**src/ilp_pkg.sv**
```systemverilog
// Shared types, constants and helper functions for the INI line parser.
// No dependencies; the files that use it refer to this package by scoped names.
`timescale 1ns / 1ps
package ilp_pkg;

	localparam int SECTION_CAP = 16;
	localparam int KEY_CAP     = 16;
	localparam int VALUE_CAP   = 32;

	localparam int SEC_LW = $clog2(SECTION_CAP + 1);
	localparam int KEY_LW = $clog2(KEY_CAP + 1);
	localparam int VAL_LW = $clog2(VALUE_CAP + 1);
	localparam int SEC_AW = $clog2(SECTION_CAP);
	localparam int KEY_AW = $clog2(KEY_CAP);
	localparam int VAL_AW = $clog2(VALUE_CAP);
	localparam int IDX_W  = (SEC_LW > KEY_LW) ? ((SEC_LW > VAL_LW) ? SEC_LW : VAL_LW) :
		((KEY_LW > VAL_LW) ? KEY_LW : VAL_LW);

	typedef logic [SEC_LW-1:0] sec_len_t;
	typedef logic [KEY_LW-1:0] key_len_t;
	typedef logic [VAL_LW-1:0] val_len_t;
	typedef logic [IDX_W-1:0]  idx_t;
	typedef logic [5:0]        len6_t;

	localparam logic [7:0] CH_HASH  = 8'h23;
	localparam logic [7:0] CH_SEMI  = 8'h3B;
	localparam logic [7:0] CH_LBRK  = 8'h5B;
	localparam logic [7:0] CH_RBRK  = 8'h5D;
	localparam logic [7:0] CH_EQ    = 8'h3D;
	localparam logic [7:0] CH_LF    = 8'h0A;
	localparam logic [7:0] CH_SPACE = 8'h20;
	localparam logic [7:0] CH_TAB   = 8'h09;
	localparam logic [7:0] CH_CR    = 8'h0D;
	localparam logic [7:0] CH_UA    = 8'h41;
	localparam logic [7:0] CH_UZ    = 8'h5A;

	typedef enum logic [2:0] {
		KIND_SECTION = 3'd0,
		KIND_KEY     = 3'd1,
		KIND_VALUE   = 3'd2,
		KIND_REC_END = 3'd3,
		KIND_DONE    = 3'd4
	} kind_t;

	typedef enum logic [1:0] {
		SEL_SECTION = 2'd0,
		SEL_KEY     = 2'd1,
		SEL_VALUE   = 2'd2
	} store_sel_t;

	typedef struct packed {
		logic       en;
		store_sel_t sel;
		idx_t       addr;
		logic [7:0] data;
	} store_wr_t;

	typedef struct packed {
		logic        rec;
		logic        done;
		sec_len_t    sec_len;
		key_len_t    key_len;
		val_len_t    val_len;
		logic [15:0] bad;
	} job_t;

	typedef struct packed {
		logic  we;
		len6_t raw;
		len6_t trim;
	} acc_t;

	function automatic logic is_ws(input logic [7:0] c);
		return (c == CH_SPACE) || (c == CH_TAB) || (c == CH_CR);
	endfunction

	function automatic logic [7:0] to_lower(input logic [7:0] c);
		return (c >= CH_UA && c <= CH_UZ) ? (c + 8'h20) : c;
	endfunction

	function automatic logic [15:0] sat_inc(input logic [15:0] v);
		return (v == 16'hFFFF) ? v : v + 16'd1;
	endfunction

	// Append one character to a trimmed field; trim reaching cap marks overflow.
	function automatic acc_t accum(input len6_t raw, input len6_t trim, input len6_t cap,
		input logic sp);
		acc_t r;
		r.we   = 1'b0;
		r.raw  = raw;
		r.trim = trim;
		if (!(raw == 6'd0 && sp) && trim < cap) begin
			r.we = raw < cap;
			if (!sp) begin
				if (raw + 6'd1 >= cap) begin
					r.trim = cap;
				end else begin
					r.trim = raw + 6'd1;
					r.raw  = raw + 6'd1;
				end
			end else if (raw < cap) begin
				r.raw = raw + 6'd1;
			end
		end
		return r;
	endfunction

endpackage

```
**src/ilp_char_if.sv**
```systemverilog
// Channel interfaces: input characters and output results.
// Depends on nothing beyond the clocking of the instantiating module.
`timescale 1ns / 1ps
interface ilp_char_if;
	logic       valid;
	logic       ready;
	logic [7:0] text_char;
	logic       end_of_text;
	modport source (output valid, output text_char, output end_of_text, input ready);
	modport sink (input valid, input text_char, input end_of_text, output ready);
endinterface

interface ilp_res_if;
	logic        valid;
	logic        ready;
	logic [2:0]  kind;
	logic [7:0]  out_char;
	logic [15:0] bad_lines_so_far;
	logic        run_end;
	modport source (output valid, output kind, output out_char, output bad_lines_so_far,
		output run_end, input ready);
	modport sink (input valid, input kind, input out_char, input bad_lines_so_far,
		input run_end, output ready);
endinterface

```
**src/ilp_front.sv**
```systemverilog
// Front end: accepts characters, tracks the line phase and field lengths,
// issues store writes and queues emit jobs. Uses ilp_pkg and ilp_char_if.
`timescale 1ns / 1ps
module ilp_front (
	input  logic               clk,
	input  logic               arst_n,
	ilp_char_if.sink           text,
	input  logic               stall,
	output ilp_pkg::store_wr_t wr,
	output logic               push,
	output ilp_pkg::job_t      job
);

	typedef enum logic [4:0] {
		PH_START   = 5'b00001,
		PH_SKIP    = 5'b00010,
		PH_SECTION = 5'b00100,
		PH_KEY     = 5'b01000,
		PH_VALUE   = 5'b10000
	} phase_t;

	phase_t            phase_q, n_phase;
	ilp_pkg::sec_len_t sec_len_q, sec_raw_q;
	ilp_pkg::key_len_t key_trim_q, key_raw_q;
	ilp_pkg::val_len_t val_trim_q, val_raw_q;
	logic [15:0]       bad_q, n_bad;
	ilp_pkg::len6_t    n_sec_len, n_sec_raw, n_key_trim, n_key_raw, n_val_trim, n_val_raw;
	ilp_pkg::acc_t     acc;
	logic              accept, lf, sp, eot, rec;
	logic [7:0]        c;

	assign text.ready = !stall;
	assign accept     = text.valid && text.ready;
	assign c          = text.text_char;
	assign eot        = text.end_of_text;
	assign lf         = (c == ilp_pkg::CH_LF);
	assign sp         = ilp_pkg::is_ws(c);

	always_comb begin
		n_phase    = phase_q;
		n_bad      = bad_q;
		n_sec_len  = ilp_pkg::len6_t'(sec_len_q);
		n_sec_raw  = ilp_pkg::len6_t'(sec_raw_q);
		n_key_trim = ilp_pkg::len6_t'(key_trim_q);
		n_key_raw  = ilp_pkg::len6_t'(key_raw_q);
		n_val_trim = ilp_pkg::len6_t'(val_trim_q);
		n_val_raw  = ilp_pkg::len6_t'(val_raw_q);
		acc        = '0;
		wr         = '0;
		wr.data    = c;
		rec        = 1'b0;
		if (!lf) begin
			case (phase_q)
				PH_START: begin
					if (sp) begin
						n_phase = PH_START;
					end else if (c == ilp_pkg::CH_HASH || c == ilp_pkg::CH_SEMI) begin
						n_phase = PH_SKIP;
					end else if (c == ilp_pkg::CH_LBRK) begin
						n_sec_len = '0;
						n_sec_raw = '0;
						n_phase   = PH_SECTION;
					end else if (c == ilp_pkg::CH_EQ) begin
						n_key_trim = '0;
						n_key_raw  = '0;
						n_val_trim = '0;
						n_val_raw  = '0;
						n_phase    = PH_VALUE;
					end else begin
						acc        = ilp_pkg::accum('0, '0, 6'(ilp_pkg::KEY_CAP), 1'b0);
						n_key_trim = acc.trim;
						n_key_raw  = acc.raw;
						wr.en      = acc.we;
						wr.sel     = ilp_pkg::SEL_KEY;
						wr.data    = ilp_pkg::to_lower(c);
						n_phase    = PH_KEY;
					end
				end
				PH_SECTION: begin
					if (c == ilp_pkg::CH_RBRK) begin
						if (n_sec_len >= 6'(ilp_pkg::SECTION_CAP)) begin
							n_sec_len = '0;
							n_bad     = ilp_pkg::sat_inc(n_bad);
						end
						n_phase = PH_SKIP;
					end else begin
						acc       = ilp_pkg::accum(n_sec_raw, n_sec_len,
							6'(ilp_pkg::SECTION_CAP), sp);
						wr.en     = acc.we;
						wr.sel    = ilp_pkg::SEL_SECTION;
						wr.addr   = ilp_pkg::idx_t'(n_sec_raw);
						wr.data   = ilp_pkg::to_lower(c);
						n_sec_len = acc.trim;
						n_sec_raw = acc.raw;
					end
				end
				PH_KEY: begin
					if (c == ilp_pkg::CH_EQ) begin
						n_val_trim = '0;
						n_val_raw  = '0;
						n_phase    = PH_VALUE;
					end else begin
						acc        = ilp_pkg::accum(n_key_raw, n_key_trim,
							6'(ilp_pkg::KEY_CAP), sp);
						wr.en      = acc.we;
						wr.sel     = ilp_pkg::SEL_KEY;
						wr.addr    = ilp_pkg::idx_t'(n_key_raw);
						wr.data    = ilp_pkg::to_lower(c);
						n_key_trim = acc.trim;
						n_key_raw  = acc.raw;
					end
				end
				PH_VALUE: begin
					acc        = ilp_pkg::accum(n_val_raw, n_val_trim,
						6'(ilp_pkg::VALUE_CAP), sp);
					wr.en      = acc.we;
					wr.sel     = ilp_pkg::SEL_VALUE;
					wr.addr    = ilp_pkg::idx_t'(n_val_raw);
					n_val_trim = acc.trim;
					n_val_raw  = acc.raw;
				end
				default: begin
					n_phase = phase_q;
				end
			endcase
		end
		// line end, or end of text standing in for a missing LF
		if (lf || eot) begin
			case (n_phase)
				PH_SECTION: begin
					if (n_sec_len >= 6'(ilp_pkg::SECTION_CAP)) begin
						n_sec_len = '0;
						n_bad     = ilp_pkg::sat_inc(n_bad);
					end
				end
				PH_KEY: n_bad = ilp_pkg::sat_inc(n_bad);
				PH_VALUE: begin
					if (n_key_trim == '0 || n_key_trim >= 6'(ilp_pkg::KEY_CAP) ||
						n_val_trim >= 6'(ilp_pkg::VALUE_CAP)) begin
						n_bad = ilp_pkg::sat_inc(n_bad);
					end else begin
						rec = 1'b1;
					end
				end
				default: rec = 1'b0;
			endcase
			n_phase = PH_START;
		end
		wr.en       = wr.en && accept;
		job.rec     = rec;
		job.done    = eot;
		job.sec_len = ilp_pkg::sec_len_t'(n_sec_len);
		job.key_len = ilp_pkg::key_len_t'(n_key_trim);
		job.val_len = ilp_pkg::val_len_t'(n_val_trim);
		job.bad     = n_bad;
		push        = accept && (rec || eot);
		if (eot) begin
			n_phase   = PH_START;
			n_sec_len = '0;
			n_sec_raw = '0;
			n_bad     = '0;
		end
	end

	always_ff @(posedge clk or negedge arst_n) begin
		if (!arst_n) begin
			phase_q    <= PH_START;
			sec_len_q  <= '0;
			sec_raw_q  <= '0;
			key_trim_q <= '0;
			key_raw_q  <= '0;
			val_trim_q <= '0;
			val_raw_q  <= '0;
			bad_q      <= '0;
		end else if (accept) begin
			phase_q    <= n_phase;
			sec_len_q  <= ilp_pkg::sec_len_t'(n_sec_len);
			sec_raw_q  <= ilp_pkg::sec_len_t'(n_sec_raw);
			key_trim_q <= ilp_pkg::key_len_t'(n_key_trim);
			key_raw_q  <= ilp_pkg::key_len_t'(n_key_raw);
			val_trim_q <= ilp_pkg::val_len_t'(n_val_trim);
			val_raw_q  <= ilp_pkg::val_len_t'(n_val_raw);
			bad_q      <= n_bad;
		end
	end

endmodule

```
**src/ilp_job_queue.sv**
```systemverilog
// Two-entry queue of emit jobs between front and back.
// Uses ilp_pkg::job_t.
`timescale 1ns / 1ps
module ilp_job_queue (
	input  logic          clk,
	input  logic          arst_n,
	input  logic          push,
	input  ilp_pkg::job_t push_job,
	input  logic          pop,
	output logic          nonempty,
	output ilp_pkg::job_t head
);

	ilp_pkg::job_t slot_q [2];
	logic          wr_ptr_q, rd_ptr_q;
	logic [1:0]    count_q;

	assign nonempty = (count_q != 2'd0);
	assign head     = slot_q[rd_ptr_q];

	always_ff @(posedge clk) begin
		if (push) begin
			slot_q[wr_ptr_q] <= push_job;
		end
	end

	always_ff @(posedge clk or negedge arst_n) begin
		if (!arst_n) begin
			wr_ptr_q <= 1'b0;
			rd_ptr_q <= 1'b0;
			count_q  <= '0;
		end else begin
			if (push) begin
				wr_ptr_q <= !wr_ptr_q;
			end
			if (pop) begin
				rd_ptr_q <= !rd_ptr_q;
			end
			count_q <= count_q + {1'b0, push} - {1'b0, pop};
		end
	end

endmodule

```
**src/ilp_back.sv**
```systemverilog
// Back end: holds the field stores and plays out each job as result
// transactions through a registered output. Uses ilp_pkg and ilp_res_if.
`timescale 1ns / 1ps
module ilp_back (
	input  logic               clk,
	input  logic               arst_n,
	ilp_res_if.source          result,
	input  ilp_pkg::store_wr_t wr,
	input  logic               job_valid,
	input  ilp_pkg::job_t      job_in,
	output logic               pop,
	output logic               busy
);

	typedef enum logic [5:0] {
		ST_IDLE = 6'b000001,
		ST_SEC  = 6'b000010,
		ST_KEY  = 6'b000100,
		ST_VAL  = 6'b001000,
		ST_REND = 6'b010000,
		ST_DONE = 6'b100000
	} state_t;

	logic [7:0] sec_mem [ilp_pkg::SECTION_CAP];
	logic [7:0] key_mem [ilp_pkg::KEY_CAP];
	logic [7:0] val_mem [ilp_pkg::VALUE_CAP];

	state_t         state_q, n_state;
	ilp_pkg::job_t  job_q;
	ilp_pkg::idx_t  idx_q, n_idx;
	logic           adv, emit, n_run_end, out_valid_q;
	ilp_pkg::kind_t n_kind;

	logic [2:0]  kind_q;
	logic [7:0]  char_q;
	logic [15:0] bad_q;
	logic        run_end_q;

	assign busy                    = (state_q != ST_IDLE);
	assign adv                     = !out_valid_q || result.ready;
	assign result.valid            = out_valid_q;
	assign result.kind             = kind_q;
	assign result.out_char         = char_q;
	assign result.bad_lines_so_far = bad_q;
	assign result.run_end          = run_end_q;

	always_ff @(posedge clk) begin
		if (wr.en) begin
			case (wr.sel)
				ilp_pkg::SEL_SECTION: sec_mem[wr.addr[ilp_pkg::SEC_AW-1:0]] <= wr.data;
				ilp_pkg::SEL_KEY:     key_mem[wr.addr[ilp_pkg::KEY_AW-1:0]] <= wr.data;
				ilp_pkg::SEL_VALUE:   val_mem[wr.addr[ilp_pkg::VAL_AW-1:0]] <= wr.data;
				default:              sec_mem[wr.addr[ilp_pkg::SEC_AW-1:0]] <= wr.data;
			endcase
		end
	end

	always_comb begin
		n_state   = state_q;
		n_idx     = idx_q;
		emit      = 1'b0;
		pop       = 1'b0;
		n_kind    = ilp_pkg::KIND_SECTION;
		n_run_end = 1'b0;
		case (state_q)
			ST_IDLE: begin
				if (job_valid) begin
					pop     = 1'b1;
					n_idx   = '0;
					n_state = job_in.rec ? ST_SEC : ST_DONE;
				end
			end
			ST_SEC: begin
				if (idx_q < ilp_pkg::idx_t'(job_q.sec_len)) begin
					emit   = adv;
					n_kind = ilp_pkg::KIND_SECTION;
					if (adv) n_idx = idx_q + ilp_pkg::idx_t'(1);
				end else begin
					n_idx   = '0;
					n_state = ST_KEY;
				end
			end
			ST_KEY: begin
				if (idx_q < ilp_pkg::idx_t'(job_q.key_len)) begin
					emit   = adv;
					n_kind = ilp_pkg::KIND_KEY;
					if (adv) n_idx = idx_q + ilp_pkg::idx_t'(1);
				end else begin
					n_idx   = '0;
					n_state = ST_VAL;
				end
			end
			ST_VAL: begin
				if (idx_q < ilp_pkg::idx_t'(job_q.val_len)) begin
					emit   = adv;
					n_kind = ilp_pkg::KIND_VALUE;
					if (adv) n_idx = idx_q + ilp_pkg::idx_t'(1);
				end else begin
					n_state = ST_REND;
				end
			end
			ST_REND: begin
				emit      = adv;
				n_kind    = ilp_pkg::KIND_REC_END;
				n_run_end = !job_q.done;
				if (adv) n_state = job_q.done ? ST_DONE : ST_IDLE;
			end
			ST_DONE: begin
				emit      = adv;
				n_kind    = ilp_pkg::KIND_DONE;
				n_run_end = 1'b1;
				if (adv) n_state = ST_IDLE;
			end
			default: n_state = ST_IDLE;
		endcase
	end

	always_ff @(posedge clk or negedge arst_n) begin
		if (!arst_n) begin
			state_q     <= ST_IDLE;
			idx_q       <= '0;
			out_valid_q <= 1'b0;
		end else begin
			state_q <= n_state;
			idx_q   <= n_idx;
			if (adv) begin
				out_valid_q <= emit;
			end
		end
	end

	// output payload, store read registered here
	always_ff @(posedge clk) begin
		if (pop) begin
			job_q <= job_in;
		end
		if (emit) begin
			kind_q    <= n_kind;
			bad_q     <= job_q.bad;
			run_end_q <= n_run_end;
			case (state_q)
				ST_SEC:  char_q <= sec_mem[idx_q[ilp_pkg::SEC_AW-1:0]];
				ST_KEY:  char_q <= key_mem[idx_q[ilp_pkg::KEY_AW-1:0]];
				ST_VAL:  char_q <= val_mem[idx_q[ilp_pkg::VAL_AW-1:0]];
				default: char_q <= 8'h00;
			endcase
		end
	end

endmodule

```
**src/ini_line_parser.sv**
```systemverilog
// Top level of the INI line parser: front end, job queue and back end.
// Uses ilp_pkg, ilp_char_if/ilp_res_if, ilp_front, ilp_job_queue, ilp_back.
//
// Characters are taken one per cycle while a line is being scanned. A line
// end that yields a record, or the end-of-text character, queues a job; input
// then holds off until the back end has played the job out, one result per
// cycle while the receiver is ready, from the section, key and value stores,
// with states for job handoff and field switching in between.
`timescale 1ns / 1ps
module ini_line_parser (
	input  logic      clk,
	input  logic      arst_n,
	ilp_char_if.sink  text,
	ilp_res_if.source result
);

	ilp_pkg::store_wr_t wr;
	ilp_pkg::job_t      push_job, head;
	logic               push, pop, nonempty, busy, stall;

	assign stall = nonempty || busy;

	ilp_front u_front (
		.clk    (clk),
		.arst_n (arst_n),
		.text   (text),
		.stall  (stall),
		.wr     (wr),
		.push   (push),
		.job    (push_job)
	);

	ilp_job_queue u_queue (
		.clk      (clk),
		.arst_n   (arst_n),
		.push     (push),
		.push_job (push_job),
		.pop      (pop),
		.nonempty (nonempty),
		.head     (head)
	);

	ilp_back u_back (
		.clk       (clk),
		.arst_n    (arst_n),
		.result    (result),
		.wr        (wr),
		.job_valid (nonempty),
		.job_in    (head),
		.pop       (pop),
		.busy      (busy)
	);

endmodule

```
**src/flat_wrapper.sv**
```systemverilog
// flat-port wrapper written by rule: the top's interface ports become plain ports
module ini_line_parser_flat 
  (clk, arst_n, text_valid, text_text_char, text_end_of_text, text_ready, result_valid, result_kind, result_out_char, result_bad_lines_so_far, result_run_end, result_ready);
  ilp_char_if text_i ();
  ilp_res_if result_i ();
  input  logic clk;
  input  logic arst_n;
  input wire logic [$bits(text_i.valid)-1:0] text_valid;
  input wire logic [$bits(text_i.text_char)-1:0] text_text_char;
  input wire logic [$bits(text_i.end_of_text)-1:0] text_end_of_text;
  output wire logic [$bits(text_i.ready)-1:0] text_ready;
  output wire logic [$bits(result_i.valid)-1:0] result_valid;
  output wire logic [$bits(result_i.kind)-1:0] result_kind;
  output wire logic [$bits(result_i.out_char)-1:0] result_out_char;
  output wire logic [$bits(result_i.bad_lines_so_far)-1:0] result_bad_lines_so_far;
  output wire logic [$bits(result_i.run_end)-1:0] result_run_end;
  input wire logic [$bits(result_i.ready)-1:0] result_ready;
  assign text_i.valid = text_valid;
  assign text_i.text_char = text_text_char;
  assign text_i.end_of_text = text_end_of_text;
  assign text_ready = text_i.ready;
  assign result_valid = result_i.valid;
  assign result_kind = result_i.kind;
  assign result_out_char = result_i.out_char;
  assign result_bad_lines_so_far = result_i.bad_lines_so_far;
  assign result_run_end = result_i.run_end;
  assign result_i.ready = result_ready;
  ini_line_parser u_core (.clk(clk), .arst_n(arst_n), .text(text_i), .result(result_i));
endmodule
```
**config.mk**
```make
export PLATFORM = sky130hd
export DESIGN_NAME = ini_line_parser_flat
export DESIGN_NICKNAME = d
export VERILOG_FILES = /design/src/ilp_pkg.sv /design/src/ilp_char_if.sv /design/src/ilp_front.sv /design/src/ilp_job_queue.sv /design/src/ilp_back.sv /design/src/ini_line_parser.sv /design/src/flat_wrapper.sv
export SDC_FILE = /design/constraint.sdc
export NUM_CORES = 1
export LEC_CHECK = 0
export BUFFER_PORTS_ARGS = -buffer_cell sky130_fd_sc_hd__buf_2
export CELL_PAD_IN_SITES_DETAIL_PLACEMENT = 2
export CELL_PAD_IN_SITES_GLOBAL_PLACEMENT = 2
export CORE_MARGIN = 1.5
export CORE_UTILIZATION = 45
export CTS_BUF_LIST = sky130_fd_sc_hd__clkbuf_16
export DETAILED_ROUTE_END_ITERATION = 7
export GPL_ROUTABILITY_DRIVEN = 1
export PLACE_DENSITY_LB_ADDON = 0.1
export SLEW_MARGIN = 20
export SYNTH_ARGS = -nofsm -noshare
export SYNTH_HDL_FRONTEND = slang
export SYNTH_SLANG_ARGS = --single-unit
```
**constraint.sdc**
```tcl
create_clock -name clk -period 5.4 [get_ports clk]
set_input_delay 0.54 -clock clk [delete_from_list [all_inputs] [get_ports clk]]
set_output_delay 0.54 -clock clk [all_outputs]
set_load 0.02 [all_outputs]
```
==> flow_summary.ini <==
[final_layout]
post-route-util_pct = 51.0
design_area_mm2 = 0.0342
nFillCells = 6105
area_delta_synth_final_pct = 12.2
diodes = 0
multi_input_area_mm2 = 0.00890
regArea_mm2 = 0.0210
stdcell_count = 2915
layout.nets = 2022
drive_gt1_share_pct = 18.6

[flow_run]
cap_violations = 0

[clocking]
htree_num_levels = 3
cts.sinks = 711
cts-root-buf = clkbuf_16
clkTransAtPathRegs_ns = 0.06
numCtsBuffers = 77
cts_resized = 0
clkLatencyLatePin_ns = 0.64
clockBufferDepth = 3
cts_tree = built

[timing]
rsz0062_at_grt = false
finalHoldViolations = 0
drv_slew = 0
period_needed_ns = 4.79
fin_crit_sh_pct = 88.7
fmax_mhz = 209
skew_ns = 0.0299
slew-limit-headroom_pct = 25.6
setup_viol = 0
finalSetupTns_ns = 0
tightest_slew_ns = 1.11

[logic_synthesis]
yosysTopAreaCell = edfxtp_1
ys_seq_area_share_pct = 69.0
async_flop_share_pct = 9.85
ys.flop_type = edfxtp_1
ys_ff_latch = 711
synth_commonest_cells = edfxtp_1, nor2_1, nand2_1, mux4_2, mux2i_1
synth_cell_types = 87
syn-instance-count = 1927
synth_edf_count = 641
yosysTopAreaCellShare_pct = 63.2
synth_warnings = 0
yosys-top-cells-area = edfxtp_1, mux4_2, dfrtp_1
synth_nets = 1967
syn_area_mm2 = 0.0304
synth.most_common_cell = edfxtp_1
syn_avg_cell_area_um2 = 15.8

[pwr]
peakVddDrop_mv = 0.311
p_leak_nw = 11.4
powerDensity_mw_per_mm2 = 456
power_mw = 15.6

[place]
gp_congestion = 0.825
hpwl_um = 61200
io_buffer_count = 42
dpl_cell_area_mm2 = 0.0317
place_inst = 2775

[grt]
grt_max_degree = 86
grt_pass1_wl_um = 142000
antenna_found_initial = 2
grt_usage_pct = 28.1
first_global_vias = 19964
grt_overflow_total = 0

[floorplanning]
die_y_um = 263
core_mm2 = 0.0670
die_x_um = 263
io_pins = 43
design.die.area_mm2 = 0.0692
fp-row-count = 95
start_util_pct = 45.4

[critical_path]
end_kind = flip-flop
worstPathRequired_ns = 5.64
rrSetupSlack_ns = 0.61
crit_type = reg2reg
worstPathMaxFanout = 13
worstSetupStartpointType = flip-flop
worstPathArrival_ns = 5.03

[run_status]
status = completed

[routing]
vias_per_cell = 6.22
drc = 0
detail-route-antenna-nets = 0
firstDrtPassIters = 5
drt-total-wl_um = 96200
wire_per_inst_um = 33.0
dr.first_iter.drc_count = 1631
dr_total_vias = 18135

[min_path]
hp-class = in2reg
-- sequential cells by signal (all words and copies together) (netlist names), 6 cells and up --
| signal | count |
|---|---|
| u_core.u_back.val_mem | 256 |
| u_core.u_back.job_q | 33 |
| u_core.u_back.state_q | 6 |
| u_core.u_back.result.bad_lines_so_far | 16 |
| u_core.u_back.result.out_char | 8 |
| u_core.u_front.val_trim_q | 6 |
| u_core.u_back.sec_mem | 128 |
| u_core.u_queue.slot_q | 68 |
| u_core.u_back.key_mem | 128 |
| u_core.u_back.idx_q | 6 |
| u_core.u_front.val_raw_q | 6 |
| u_core.u_front.bad_q | 16 |
-- stage by stage --
step                setup slack (ns)  hold WS, ns
floorplan                      0.461        0.244
global placement               0.555        0.408
detailed placement             0.323        0.412
CTS                            0.639        0.219
global route                   0.439        0.254
finish                         0.612        0.241
-- logic make-up after synthesis --
| logic type | count (synthesis) | synth area share [%] |
|---|---|---|
| fa+ha+maj | 27 | 1.11 |
| xor+xnor | 37 | 1.06 |
| mux | 237 | 12.6 |
| compound gates | 268 | 6.11 |
| simple gates | 504 | 8.24 |
| flops | 711 | 69.0 |
| buf+inv | 143 | 1.90 |
-- power breakdown --
part           internal, mW  switching (mW)
combinational          1.35            2.10
clock                  3.02            2.28
sequential             6.48           0.353
total                  10.9            4.73
-- layout by cell type (no fill, tap or decap), drive strengths merged, types with 22 or more instances in the layout --
master  instances
mux4          112
mux2           41
nand2         126
o22ai          23
nor2          175
dfrtp          68
o21ai          82
nor3           25
clkbuf         80
buf            77
ha             27
a211oi         22
mux2i          84
nand3          33
edfxtp        641
clkinv         29
inv            64
-- worst max-delay path: stages, from the launching register on --
cell and delay, ns:
dfrtp_1 0.47, nor4_1 0.51, nand3b_1 0.40, nor3_1 0.32, buf_4 0.22, and2_1 0.32
o311ai_1 0.22, or4_1 0.83, or2_1 0.42, nor2_1 0.69
-- per-layer routing --
layer,track usage [%],wire length [um],vias to the layer above,share of wire (%)
met3,3.02,4040,148,4.2
met2,49.3,49700,545,52
met5,0,13,-,0.014
met4,9.33,2780,2,2.9
li1,-,-,7660,-
met1,36.7,39600,9780,41
-- final timing paths --
kind / end / depth (start not counted) / from
max: u_core.u_back.sec_mem[0][5]$_DFFE_PP_ / 9 / u_core.u_back.state_q[3]$_DFFE_PN0P_
min: u_core.u_back.result.valid$_DFFE_PN0N_ / 3 / result_ready
max reg2reg: u_core.u_back.sec_mem[0][5]$_DFFE_PP_ / 9 / u_core.u_back.state_q[3]$_DFFE_PN0P_
min reg2reg: u_core.u_back.result.bad_lines_so_far[12]$_DFFE_PP_ / 0 / u_core.u_back.job_q[12]$_DFFE_PP_
max in group asynchronous: u_core.u_back.idx_q[0]$_DFFE_PN0P_ / 3 / arst_n
min in group asynchronous: u_core.u_front.bad_q[15]$_DFFE_PN0P_ / 2 / arst_n
-- what timing repair did --
item / in CTS / in global routing
buffers inserted: 0 / 0
hold endpoints to repair: 18 / 0
hold buffers: 1 / 0
-- cell type report --
cell class,count,area share [%]
flip-flops and latches,711,61.5
clock buffers,80,5.86
repair buffers,78,1.53
well taps,873,3.20
clock inverters,59,1.38
multi-input cells,1073,26.1
inverters,41,0.451
(Power assumes the default switching activity.)
